[src/hdl/lpna_pkg.sv]
`default_nettype none
package lpna_pkg;

  localparam logic [1:0] OP_START = 2'd0;
  localparam logic [1:0] OP_DATA  = 2'd1;
  localparam logic [1:0] OP_FLUSH = 2'd2;

  localparam logic [1:0] PH_LENGTH = 2'd0;
  localparam logic [1:0] PH_COPY   = 2'd1;
  localparam logic [1:0] PH_SKIP   = 2'd2;

  localparam logic [1:0] ST_OK      = 2'd0;
  localparam logic [1:0] ST_BADSIZE = 2'd1;
  localparam logic [1:0] ST_ZERONAL = 2'd2;
  localparam logic [1:0] ST_OVERRUN = 2'd3;

  localparam logic [2:0] ADDR_CODEC = 3'd0;
  localparam logic [2:0] ADDR_LEN   = 3'd4;

  localparam logic [7:0] AVC_TYPE_MASK  = 8'h1f;
  localparam logic [7:0] HEVC_TYPE_MASK = 8'h7e;
  localparam logic [7:0] AVC_AUD_TYPE   = 8'h09;
  localparam logic [7:0] HEVC_AUD_TYPE  = 8'h46;

  localparam int Q_DEPTH = 4;
  localparam int Q_AW    = 2;

  typedef logic [2:0] kind_t;

  localparam kind_t K_AUD_AVC  = 3'd0;
  localparam kind_t K_AUD_HEVC = 3'd1;
  localparam kind_t K_SC4      = 3'd2;
  localparam kind_t K_SC3      = 3'd3;
  localparam kind_t K_BYTE     = 3'd4;
  localparam kind_t K_STATUS   = 3'd5;
  localparam kind_t K_FLUSH    = 3'd6;

  typedef struct packed {
    kind_t       kind;
    logic [7:0]  data;
    logic [23:0] pad;
    logic [1:0]  status;
  } cmd_t;

  function automatic logic [2:0] burst_len(kind_t k);
    logic [2:0] n;
    unique case (k)
      K_AUD_AVC:  n = 3'd6;
      K_AUD_HEVC: n = 3'd7;
      K_SC4:      n = 3'd5;
      K_SC3:      n = 3'd4;
      default:    n = 3'd1;
    endcase
    return n;
  endfunction

  function automatic logic [7:0] burst_byte(kind_t k, logic [2:0] idx, logic [7:0] b);
    logic [7:0] r;
    r = 8'h00;
    unique case (k)
      K_AUD_AVC: begin
        unique case (idx)
          3'd3:    r = 8'h01;
          3'd4:    r = 8'h09;
          3'd5:    r = 8'hf0;
          default: r = 8'h00;
        endcase
      end
      K_AUD_HEVC: begin
        unique case (idx)
          3'd3:    r = 8'h01;
          3'd4:    r = 8'h46;
          3'd5:    r = 8'h01;
          3'd6:    r = 8'h50;
          default: r = 8'h00;
        endcase
      end
      K_SC4: begin
        unique case (idx)
          3'd3:    r = 8'h01;
          3'd4:    r = b;
          default: r = 8'h00;
        endcase
      end
      K_SC3: begin
        unique case (idx)
          3'd2:    r = 8'h01;
          3'd3:    r = b;
          default: r = 8'h00;
        endcase
      end
      K_BYTE:  r = b;
      default: r = 8'h00;
    endcase
    return r;
  endfunction

endpackage
`default_nettype wire

[src/hdl/length_prefixed_nal_to_annexb.sv]
// path: an input transfer goes through the command queue, then the output register
// throughput: one input transfer per cycle while the 4-entry command queue has room
// output: one result per cycle unless stalled; AUD 6 or 7 bytes, nal start 4 or 5
// the output port sets the sustained rate during start-code bursts
// reset: synchronous, clears parser, queue and output; codec_mode 0, length_field_bytes 4
`default_nettype none
module length_prefixed_nal_to_annexb #(
  parameter int FRAME_SIZE_BITS = 24
) (
  input  wire logic        clk,
  input  wire logic        rst,
  input  wire logic        psel,
  input  wire logic        penable,
  input  wire logic        pwrite,
  input  wire logic [2:0]  paddr,
  input  wire logic [31:0] pwdata,
  output logic [31:0]      prdata,
  output logic             pready,
  input  wire logic        in_valid,
  output logic             in_stall,
  input  wire logic [1:0]  op,
  input  wire logic [7:0]  data_byte,
  input  wire logic [23:0] frame_size,
  output logic             out_valid,
  input  wire logic        out_stall,
  output logic [7:0]       out_byte,
  output logic             byte_valid,
  output logic [23:0]      pad_count,
  output logic             frame_end,
  output logic [1:0]       status,
  output logic             last
);
  import lpna_pkg::*;

  logic       codec_mode;
  logic [2:0] length_field_bytes;
  logic       wr_en;
  logic       q_push;
  cmd_t       q_wcmd;
  logic       q_full;
  logic       q_pop;
  cmd_t       q_head;
  logic       q_empty;

  assign pready = 1'b1;
  assign wr_en  = psel && penable && pwrite && pready;

  always_ff @(posedge clk) begin
    if (rst) begin
      codec_mode         <= 1'b0;
      length_field_bytes <= 3'd4;
    end else if (wr_en) begin
      if (paddr == ADDR_CODEC) begin
        codec_mode <= pwdata[0];
      end else if (paddr == ADDR_LEN) begin
        length_field_bytes <= pwdata[2:0];
      end
    end
  end

  always_comb begin
    if (paddr == ADDR_CODEC) begin
      prdata = {31'd0, codec_mode};
    end else if (paddr == ADDR_LEN) begin
      prdata = {29'd0, length_field_bytes};
    end else begin
      prdata = 32'd0;
    end
  end

  lpna_front #(
    .FRAME_SIZE_BITS(FRAME_SIZE_BITS)
  ) u_front (
    .clk                (clk),
    .rst                (rst),
    .codec_mode         (codec_mode),
    .length_field_bytes (length_field_bytes),
    .in_valid           (in_valid),
    .in_stall           (in_stall),
    .op                 (op),
    .data_byte          (data_byte),
    .frame_size         (frame_size),
    .q_push             (q_push),
    .q_cmd              (q_wcmd),
    .q_full             (q_full)
  );

  lpna_fifo u_fifo (
    .clk   (clk),
    .rst   (rst),
    .push  (q_push),
    .wdata (q_wcmd),
    .full  (q_full),
    .pop   (q_pop),
    .rdata (q_head),
    .empty (q_empty)
  );

  lpna_back u_back (
    .clk        (clk),
    .rst        (rst),
    .head       (q_head),
    .q_empty    (q_empty),
    .q_pop      (q_pop),
    .out_valid  (out_valid),
    .out_stall  (out_stall),
    .out_byte   (out_byte),
    .byte_valid (byte_valid),
    .pad_count  (pad_count),
    .frame_end  (frame_end),
    .status     (status),
    .last       (last)
  );

endmodule
`default_nettype wire

[src/hdl/lpna_front.sv]
`default_nettype none
module lpna_front #(
  parameter int FRAME_SIZE_BITS = 24
) (
  input  wire logic         clk,
  input  wire logic         rst,
  input  wire logic         codec_mode,
  input  wire logic [2:0]   length_field_bytes,
  input  wire logic         in_valid,
  output logic              in_stall,
  input  wire logic [1:0]   op,
  input  wire logic [7:0]   data_byte,
  input  wire logic [23:0]  frame_size,
  output logic              q_push,
  output lpna_pkg::cmd_t    q_cmd,
  input  wire logic         q_full
);
  import lpna_pkg::*;

  localparam int FBL_W = FRAME_SIZE_BITS + 2;

  logic [1:0]       phase, phase_next;
  logic             first, first_next;
  logic [2:0]       lbl, lbl_next;
  logic [31:0]      nbl, nbl_next;
  logic [FBL_W-1:0] fbl, fbl_next;
  logic             err, err_next;
  logic [1:0]       ecode, ecode_next;

  logic                       accept;
  logic [2:0]                 plen;
  logic [FRAME_SIZE_BITS+23:0] fs_wide;
  logic [FRAME_SIZE_BITS-1:0] fs_lim;
  logic                       bad_size;
  logic                       is_delim;
  logic [2:0]                 dec;
  logic                       body;
  logic [FBL_W:0]             diff;
  logic [FBL_W+23:0]          fbl_ext;

  assign in_stall = q_full;
  assign accept   = in_valid && !in_stall;

  always_comb begin
    if (length_field_bytes == 3'd0) begin
      plen = 3'd1;
    end else if (length_field_bytes > 3'd4) begin
      plen = 3'd4;
    end else begin
      plen = length_field_bytes;
    end
  end

  assign fs_wide  = {{FRAME_SIZE_BITS{1'b0}}, frame_size};
  assign fs_lim   = fs_wide[FRAME_SIZE_BITS-1:0];
  assign bad_size = (fs_lim != '0) && (fs_lim[FRAME_SIZE_BITS-1:3] == '0)
                    && (fs_lim[2:0] <= plen);
  assign is_delim = codec_mode ? ((data_byte & HEVC_TYPE_MASK) == HEVC_AUD_TYPE)
                               : ((data_byte & AVC_TYPE_MASK) == AVC_AUD_TYPE);
  assign fbl_ext  = {{24{1'b0}}, fbl};
  assign diff     = {fbl[FBL_W-1], fbl} - {{(FBL_W-2){1'b0}}, dec};

  always_comb begin
    phase_next = phase;
    first_next = first;
    lbl_next   = lbl;
    nbl_next   = nbl;
    fbl_next   = fbl;
    err_next   = err;
    ecode_next = ecode;
    q_push     = 1'b0;
    q_cmd      = '0;
    dec        = 3'd0;
    body       = 1'b0;
    if (accept) begin
      unique case (op)
        OP_START: begin
          first_next = 1'b1;
          phase_next = PH_LENGTH;
          lbl_next   = plen;
          nbl_next   = '0;
          fbl_next   = {2'b00, fs_lim};
          q_push     = 1'b1;
          if (bad_size) begin
            err_next     = 1'b1;
            ecode_next   = ST_BADSIZE;
            q_cmd.kind   = K_STATUS;
            q_cmd.status = ST_BADSIZE;
          end else begin
            err_next   = 1'b0;
            ecode_next = ST_OK;
            q_cmd.kind = codec_mode ? K_AUD_HEVC : K_AUD_AVC;
          end
        end
        OP_DATA: begin
          if (!err) begin
            if (phase == PH_LENGTH) begin
              if (lbl != 3'd0) begin
                nbl_next = {nbl[23:0], data_byte};
                lbl_next = lbl - 3'd1;
              end else if (nbl == '0) begin
                err_next     = 1'b1;
                ecode_next   = ST_ZERONAL;
                q_push       = 1'b1;
                q_cmd.kind   = K_STATUS;
                q_cmd.status = ST_ZERONAL;
              end else if (is_delim) begin
                phase_next = PH_SKIP;
                body       = 1'b1;
              end else begin
                first_next = 1'b0;
                q_push     = 1'b1;
                q_cmd.kind = first ? K_SC4 : K_SC3;
                q_cmd.data = data_byte;
                dec        = first ? 3'd5 : 3'd4;
                phase_next = PH_COPY;
                body       = 1'b1;
              end
            end else if (phase == PH_COPY) begin
              q_push     = 1'b1;
              q_cmd.kind = K_BYTE;
              q_cmd.data = data_byte;
              dec        = 3'd1;
              body       = 1'b1;
            end else if (phase == PH_SKIP) begin
              body = 1'b1;
            end
            if (body) begin
              if (nbl == 32'd1) begin
                phase_next = PH_LENGTH;
                lbl_next   = plen;
                nbl_next   = '0;
              end else begin
                nbl_next = nbl - 32'd1;
              end
            end
            if (dec != 3'd0) begin
              if (diff[FBL_W] && !diff[FBL_W-1]) begin
                fbl_next = {1'b1, {(FBL_W-1){1'b0}}};
              end else begin
                fbl_next = diff[FBL_W-1:0];
              end
            end
          end
        end
        OP_FLUSH: begin
          q_push     = 1'b1;
          q_cmd.kind = K_FLUSH;
          if (err) begin
            q_cmd.status = ecode;
          end else if (plen == 3'd4) begin
            if (fbl[FBL_W-1]) begin
              err_next     = 1'b1;
              ecode_next   = ST_OVERRUN;
              q_cmd.status = ST_OVERRUN;
            end else begin
              q_cmd.pad = fbl_ext[23:0];
              fbl_next  = '0;
            end
          end
        end
        default: begin
        end
      endcase
    end
  end

  always_ff @(posedge clk) begin
    if (rst) begin
      phase <= PH_LENGTH;
      first <= 1'b1;
      lbl   <= 3'd0;
      nbl   <= '0;
      fbl   <= '0;
      err   <= 1'b0;
      ecode <= ST_OK;
    end else begin
      phase <= phase_next;
      first <= first_next;
      lbl   <= lbl_next;
      nbl   <= nbl_next;
      fbl   <= fbl_next;
      err   <= err_next;
      ecode <= ecode_next;
    end
  end

endmodule
`default_nettype wire

[src/hdl/lpna_fifo.sv]
`default_nettype none
module lpna_fifo (
  input  wire logic           clk,
  input  wire logic           rst,
  input  wire logic           push,
  input  wire lpna_pkg::cmd_t wdata,
  output logic                full,
  input  wire logic           pop,
  output lpna_pkg::cmd_t      rdata,
  output logic                empty
);
  import lpna_pkg::*;

  cmd_t            mem [Q_DEPTH];
  logic [Q_AW-1:0] wptr;
  logic [Q_AW-1:0] rptr;
  logic [Q_AW:0]   cnt;
  logic            do_push;
  logic            do_pop;

  assign full    = (cnt == (Q_AW+1)'(Q_DEPTH));
  assign empty   = (cnt == '0);
  assign do_push = push && !full;
  assign do_pop  = pop && !empty;
  assign rdata   = mem[rptr];

  always_ff @(posedge clk) begin
    if (do_push) begin
      mem[wptr] <= wdata;
    end
  end

  always_ff @(posedge clk) begin
    if (rst) begin
      wptr <= '0;
      rptr <= '0;
      cnt  <= '0;
    end else begin
      if (do_push) begin
        wptr <= wptr + 1'b1;
      end
      if (do_pop) begin
        rptr <= rptr + 1'b1;
      end
      if (do_push && !do_pop) begin
        cnt <= cnt + 1'b1;
      end else if (do_pop && !do_push) begin
        cnt <= cnt - 1'b1;
      end
    end
  end

endmodule
`default_nettype wire

[src/hdl/lpna_back.sv]
`default_nettype none
module lpna_back (
  input  wire logic           clk,
  input  wire logic           rst,
  input  wire lpna_pkg::cmd_t head,
  input  wire logic           q_empty,
  output logic                q_pop,
  output logic                out_valid,
  input  wire logic           out_stall,
  output logic [7:0]          out_byte,
  output logic                byte_valid,
  output logic [23:0]         pad_count,
  output logic                frame_end,
  output logic [1:0]          status,
  output logic                last
);
  import lpna_pkg::*;

  logic [2:0] idx;
  logic       load;
  logic       final_one;
  logic       is_stream;

  assign load      = !q_empty && (!out_valid || !out_stall);
  assign final_one = (idx == burst_len(head.kind) - 3'd1);
  assign q_pop     = load && final_one;
  assign is_stream = (head.kind != K_STATUS) && (head.kind != K_FLUSH);

  always_ff @(posedge clk) begin
    if (rst) begin
      out_valid <= 1'b0;
      idx       <= 3'd0;
    end else begin
      if (load) begin
        out_valid <= 1'b1;
        idx       <= final_one ? 3'd0 : idx + 3'd1;
      end else if (!out_stall) begin
        out_valid <= 1'b0;
      end
    end
  end

  always_ff @(posedge clk) begin
    if (load) begin
      out_byte   <= burst_byte(head.kind, idx, head.data);
      byte_valid <= is_stream;
      pad_count  <= head.pad;
      frame_end  <= (head.kind == K_FLUSH);
      status     <= head.status;
      last       <= final_one;
    end
  end

endmodule
`default_nettype wire

[config.mk]
export PLATFORM = sky130hd
export DESIGN_NAME = length_prefixed_nal_to_annexb
export DESIGN_NICKNAME = d
export VERILOG_FILES = /design/src/hdl/lpna_pkg.sv /design/src/hdl/length_prefixed_nal_to_annexb.sv /design/src/hdl/lpna_front.sv /design/src/hdl/lpna_fifo.sv /design/src/hdl/lpna_back.sv
export SDC_FILE = /design/constraint.sdc
export NUM_CORES = 1
export LEC_CHECK = 0
export BUFFER_PORTS_ARGS = -buffer_cell sky130_fd_sc_hd__buf_2
export CORE_ASPECT_RATIO = 1.1
export CORE_MARGIN = 5
export CORE_UTILIZATION = 59
export DETAILED_ROUTE_END_ITERATION = 12
export PLACE_DENSITY = 0.8
export SYNTH_ARGS = -nofsm -noshare
export SYNTH_HDL_FRONTEND = slang
export SYNTH_SLANG_ARGS = --single-unit
export TNS_END_PERCENT = 20
[constraint.sdc]
create_clock -name clk -period 5.05 [get_ports clk]
set_clock_uncertainty 0.2 [all_clocks]
set_input_delay 0 -clock clk [delete_from_list [all_inputs] [get_ports clk]]
set_output_delay 0 -clock clk [all_outputs]
set_load 0.01 [all_outputs]
### Yosys cells after proc, flatten, opt, wreduce, memory -nomap -nowiden

Memory sizes are Yosys's and may differ from the RTL's. A register that Yosys moved wholly into a read port is not among the register bits.
Index checks and enable logic that the tools add are counted.

* reductions and logical operators: 46
* bitwise operators: 1
* mux-type cells: 123
* eq/ne operators: 37
* magnitude comparators: 2
* $add $sub $neg: 9

Operators with widths (count)
* 26-bit two-way mux: 7
* 32-bit two-way mux: 5
* 26-bit case mux with 3 select lines: 1
* 24-bit two-way mux: 3
* 3-bit two-way mux: 24
* 32-bit case mux with 2 select lines: 1
* 11-bit two-way mux: 5
* 2-bit two-way mux: 22
* 8-bit case mux with 5 select lines: 1
* 1-bit two-way mux: 38
* 37-bit two-way mux: 1
* 32-bit by 1-bit equality test with 1-bit output (second input constant): 1
* 32-bit logical NOT: 1
* 8-bit case mux with 2 select lines: 2
* 32-bit by 1-bit subtractor with 32-bit output (second input constant): 1
* 26-bit by 4-bit subtractor with 27-bit output: 1
* 3-bit equality test (second input constant): 8
* 8-bit case mux with 3 select lines: 1
* 24-bit nonzero test: 1
* 21-bit logical NOT: 1
* 7-bit case mux with 3 select lines: 1
* 8-bit two-way mux: 2
* 7-bit AND reduction: 2
* 1-bit logical AND: 13
* 36 further kinds: 75

* memories kept: 1
* input bits: 76
* flip-flop bits (word level): 119
* memory bits (writable): 148
* logic and storage cells: 240

Memory list
* u_fifo.mem: words 4, bits a word 37, read ports 1, clocked after memory_dff 1, write ports 1, line lpna_fifo.sv:14 `cmd_t mem [Q_DEPTH];`

### Longest topological paths before layout

* depth in word-level cells: 19
* gate-level depth with buffers: 17

### Modules after synthesis

Synthesis repeated with hierarchy kept, for this count alone.

* cells, all modules: 1135
* area total of the unflattened synthesis: 13372.8 µm²

Modules (own cells, without submodules)
* lpna_fifo: times used 1, area each 5844.4 µm², seq. area each 4624.4 µm², cells each 241
* lpna_front: times used 1, area each 5341.4 µm², seq. area each 1341.3 µm², cells each 714
* lpna_back: times used 1, area each 1729.2 µm², seq. area each 1191.1 µm², cells each 124
* length_prefixed_nal_to_annexb: times used 1, area each 457.9 µm², seq. area each 80.1 µm², cells each 56

### Worst setup path after synthesis

Ideal clock, no wire load.

* kind: reg-to-reg
* start point: register u_fifo.cnt[0]
* end point: register u_fifo.cnt[2]
* arrival: 4.023 ns
* cell stages (with the launch flop): 12
* library setup time: 0.070 ns
* path buffers: 0
* slack: 0.757 ns
* cells stage by stage: dfxtp_1 > nor3_1 > a21oi_1 > nor2b_1 > o211a_2 > inv_1 > ha_1 > inv_1 > fa_1 > xor2_1 > or3_1 > a21oi_1

* word-level cells in the longest chain between the ends: 8
* elaborated cells between the ends (all ways): 19
* classes of those cells: 2 x add/sub; 1 x eq/ne; 3 x mux; 13 x reduce/logical

RTL lines
* from (decl): line lpna_fifo.sv:17 `logic [Q_AW:0] cnt;`
* from (signal assigned): line lpna_fifo.sv:46 `cnt <= cnt + 1'b1;`
* from (signal assigned): line lpna_fifo.sv:48 `cnt <= cnt - 1'b1;`
* 3-bit logical NOT *: line lpna_fifo.sv:22 `assign empty = (cnt == '0);`
* 1-bit logical NOT *: line lpna_back.sv:24 `assign load = !q_empty && (!out_valid || !out_stall);`
* 1-bit logical AND *: line lpna_back.sv:24
* net u_back.load: line lpna_back.sv:20 `logic load;`
* 1-bit logical AND *: line lpna_back.sv:26 `assign q_pop = load && final_one;`
* 1-bit logical AND *: line lpna_fifo.sv:24 `assign do_pop = pop && !empty;`
* 1-bit logical NOT: line lpna_fifo.sv:45 `if (do_push && !do_pop) begin`
* 1-bit logical AND: line lpna_fifo.sv:45
* 3-bit two-way mux / 2-bit nonzero test (equally long branches)

The timed path passes the listed nets; every way through them passes the cells marked *. The select of a mux whose other input is x is not followed.
A chain may end at the register's enable or synchronous reset.

### Worst setup path after layout

* start point: register u_front.nbl[20]
* end point: register u_front.fbl[14]

* word-level cells in the longest chain between the ends: 17
* elaborated cells between the ends (all ways): 20
* classes of those cells: 1 x add/sub; 1 x eq/ne; 13 x mux; 5 x reduce/logical

RTL lines
* from (decl): line lpna_front.sv:25 `logic [31:0] nbl, nbl_next;`
* from (signal assigned): line lpna_front.sv:181 `nbl <= nbl_next;`
* 32-bit logical NOT *: line lpna_front.sv:101 `end else if (nbl == '0) begin`
* 3-bit two-way mux *: line lpna_front.sv:101
* 3-bit two-way mux *: line lpna_front.sv:98 `if (lbl != 3'd0) begin`
* 3-bit two-way mux *: line lpna_front.sv:97 `if (phase == PH_LENGTH) begin`
* 3-bit two-way mux *: line lpna_front.sv:96 `if (!err) begin`
* 3-bit two-way mux *: line lpna_front.sv:76 `unique case (op)`
* 3-bit two-way mux *: line lpna_front.sv:75 `if (accept) begin`
* 3-bit two-way mux: line lpna_front.sv:96
* 3-bit two-way mux: line lpna_front.sv:76
* 3-bit two-way mux: line lpna_front.sv:75
* 26-bit by 4-bit subtractor with 27-bit output: line lpna_front.sv:61 `assign diff = {fbl[FBL_W-1], fbl} - {{(FBL_W-2){1'b0}}, dec};`
* 1-bit logical NOT: line lpna_front.sv:138 `if (diff[FBL_W] && !diff[FBL_W-1]) begin`
* 1-bit logical AND: line lpna_front.sv:138
* 26-bit two-way mux: line lpna_front.sv:138
* 26-bit two-way mux: line lpna_front.sv:137 `if (dec != 3'd0) begin`
* 26-bit two-way mux: line lpna_front.sv:96
* 26-bit case mux with 3 select lines: line lpna_front.sv:76
* to (signal assigned): line lpna_front.sv:182 `fbl <= fbl_next;`
* to (decl): line lpna_front.sv:26 `logic [FBL_W-1:0] fbl, fbl_next;`

Every way passes the cells marked *; elsewhere a longest branch is shown, timed or not. The select of a mux whose other input is x is not followed.

==> results.md <==
* Status: complete, no violations
* Die height at 167 µm
* Largest family of logic cells by synthesized area: simple AND/OR/NAND/NOR gates
* WL/cell at 20.9 µm
* Residual DRC at 0
* Htree depth at 1
* Hold WS at 70.1 ps
* Post-synthesis adder-cell area fraction at 2.70%
* Synthesized area per cell at 12.0 µm²
* Sw Ratio at 30.1%
* Worst skew pair latency at 540 ps
* Drt pass-1 iters at 6
* TritonCTS clock tree: built
* Peak VDD IR at 0.270 mV
* Switching power at 1.96 mW
* Worst R2R End: u_front.fbl[14]
* Startpoint type of the worst setup path: flip-flop
* Synth area leader: edfxtp_1
* Crit Path Class: reg2reg
* Detailed router's first-iteration violation count at 1034
* Slew headroom at 22.5%
* DRT Wirelength at 32300 µm
* WHS Endpoint: prdata[0]
* Hold Crit Class: in2out
* Synth top area share at 41.9%
* Synth async-reset ratio at 0%
* Worst R2R Start: u_front.nbl[20]
* Synthesis Warnings at 0
* Post-Layout Cell Count at 1544
* Combinational power share at 25.1%
* Mapped Cells at 1107
* Reg power frac at 43.0%
* Antenna cells at 0
* Max Fclk at 219 MHz
* Bufs on Longest Clock Path at 3
* Worst-Margin Slew at 1160 ps
* Max Slew Vio Count at 0
* Fin crit share at 90.5%
* Flop2flop setup slack at 480 ps
* Max_cap viols at 0
* PD cells at 425 nW/µm²
* Setup_tns at 0 ps
* Netlist cell types at 84
* Post-layout min period at 4570 ps
* Max FO, Critical Path at 25
* Die Footprint at 25600 µm²
* Share of cells above drive strength 1 at 17.5%
* Critical path endpoint category: flip-flop
* HP Start: paddr[0]
* CTS Root Cell: clkbuf_16
* Critical Path AT at 4820 ps
* Main synth FF type: edfxtp_1
* RSZ-0062 raised after global routing: false
* Hold Path Depth at 3
* PortBufs at 88
* Core Footprint at 22100 µm²
* P_int at 4.54 mW
* Flops & latches, synth at 269
* Die X at 153 µm
* Most common cell after layout, fill and taps aside: edfxtp_1
* Final HPWL DP at 21100 µm
* First-pass GRT wire length at 51500 µm
* Initial antenna violation count at 0
* Clock Power Share at 32.0%
* Pleak at 5.62 nW
* Critical path required time at 5300 ps
* Fillers at 1571
* Global route overflow at 0
* CTS buffer count at 27
* Vias per inst at 6.39
* Largest net degree at the start of global routing at 49
* Final Wtd Congestion at 0.894
* Synth top area cells: edfxtp_1 (42%), dfxtp_1 (13%), mux4_2 (6.3%), mux2i_1 (3.0%), ha_1 (2.5%)
* Number of routed nets with antenna violations at 0
* Post-synth EDFFs at 185
* Initial core utilization at 60.0%
* CTS Sinks at 269
* Register area share after synthesis at 54.5%
* Simple-Gate Fraction of Synth Area at 14.0%
* Most frequent cells in the layout: edfxtp_1 (185), buf_2 (88), nand2_1 (83), dfxtp_1 (83), nor2_1 (62)
* Via count at 9867
* Compound-Gate Fraction of Synth Area at 12.9%
* GRT Total Usage at 24.6%
* Area delta synth->final at 15.2%
* Vias in the first global route at 9572
* DP Cell Count at 1443
* NumNets Final at 1332
* Reg clk slew, reported paths at 60 ps
* Hold Violations, Final at 0
* Xor-xnor portion of the synthesized cell area at 0.726%
* # IOs at 148
* Cell area after synthesis at 13300 µm²
* Num rows at 57
* Mux cell area share after synthesis at 9.61%
* # setup viols final at 0
* Post-layout util at 69.2%
* Post-CTS Setup Bufs at 0
* R2R depth at 13
[metrics by stage]
| step | area, µm² | total power, mW | setup WS (ps) |
|---|---|---|---|
| finish | 15300 | 6.49 | 479 |
| global route | 15300 | 6.78 | 241 |
| global placement | 13900 | 4.33 | 752 |
| CTS | 15300 | 6.51 | 630 |
| detailed placement | 13900 | 4.39 | 644 |
| floorplan | 13400 | 3.97 | 757 |
[synthesized netlist by cell type, types with 8 or more instances]
cell	count
edfxtp_1	185
dfxtp_1	84
nand2_1	83
nor2_1	62
inv_1	48
mux2i_1	40
and2_1	38
mux4_2	37
buf_4	36
a21oi_1	34
nor3_1	34
clkbuf_1	30
ha_1	27
o21ai_0	25
buf_2	21
o22ai_1	20
nand3_1	19
o32ai_1	18
a211oi_1	17
nand2b_1	16
nor4_1	16
or3_1	16
nor2b_1	12
a22oi_1	11
a31oi_1	11
o211ai_1	11
o31ai_1	11
a32o_1	9
a32oi_1	8
[worst max path at each step]
stage	start	end	slack, ps	cells past startpoint
after floorplan	u_fifo.cnt[0]	u_fifo.cnt[2]	760	11
after global placement	u_front.nbl[4]	u_front.fbl[2]	750	13
after detailed placement	u_front.nbl[20]	u_front.fbl[2]	640	13
after CTS	u_front.nbl[20]	u_front.fbl[2]	630	13
after global routing	u_front.nbl[20]	u_front.fbl[14]	240	13
final	u_front.nbl[20]	u_front.fbl[14]	480	13
[registers in the layout, indices dropped and copies added, names as in the netlist, named ones only]
register,cells
u_front.fbl,26
u_back.out_byte,8
u_back.out_valid,1
u_back.idx,3
u_front.err,1
u_back.pad_count,24
u_fifo.mem,148
u_front.nbl,32
u_back.last,1
u_fifo.rptr,2
length_field_bytes,3
u_front.phase,2
u_fifo.wptr,2
u_front.first,1
u_back.frame_end,1
u_front.lbl,3
u_fifo.cnt,3
u_back.byte_valid,1
u_front.ecode,2
u_back.status,2
codec_mode,1
[layout make-up]
cell class / count / area, µm² / area share (%)
clock inverter: 19 / 216 / 1.42
tap: 295 / 369 / 2.41
timing repair buffer: 158 / 1130 / 7.40
multi-input combinational: 724 / 5450 / 35.6
inverter: 48 / 180 / 1.18
clock buffer: 31 / 712 / 4.66
sequential: 269 / 7240 / 47.3
[worst max-delay path, stage by stage (launching register included)]
cell,delay [ps]
dfxtp_1,370
nor3_1,520
nand4_2,370
nor3_4,460
o31ai_1,130
and3_1,210
ha_1,220
ha_1,240
nor2b_1,280
nor3_1,90
mux2_4,320
a21oi_4,570
a32oi_1,250
o32ai_1,250
[routing by layer]
metal	vias to the layer above	wire, µm	share of wire [%]	GRT usage, %
li1	4440	-	-	-
met1	4828	13200	41	33.8
met2	509	15700	49	41.2
met3	90	2460	7.6	3.85
met4	0	894	2.8	6.90
met5	-	0	0	0
[logic make-up (layout without fill, tap and decap cells)]
family,after synthesis,in the layout
xor+xnor,11,11
other cells,2,30
flops,269,269
buf+inv,142,256
simple gates,345,345
mux,80,80
compound gates,230,230
fa+ha+maj,28,28
[timing repair]
item                                   4_1_cts  5_1_grt
hold buffers                                51        0
endpoints found under the hold margin      134        0
resized for setup                            0        0
[power groups by stage]
stage	clock, mW	sequential (mW)	combinational, mW
final	2.08	2.79	1.63
after global routing	2.20	2.81	1.76
after floorplan	0	2.86	1.11
after global placement	0	2.82	1.51
after CTS	2.10	2.79	1.62
after detailed placement	0	2.83	1.56
(Power assumes the default switching activity.)
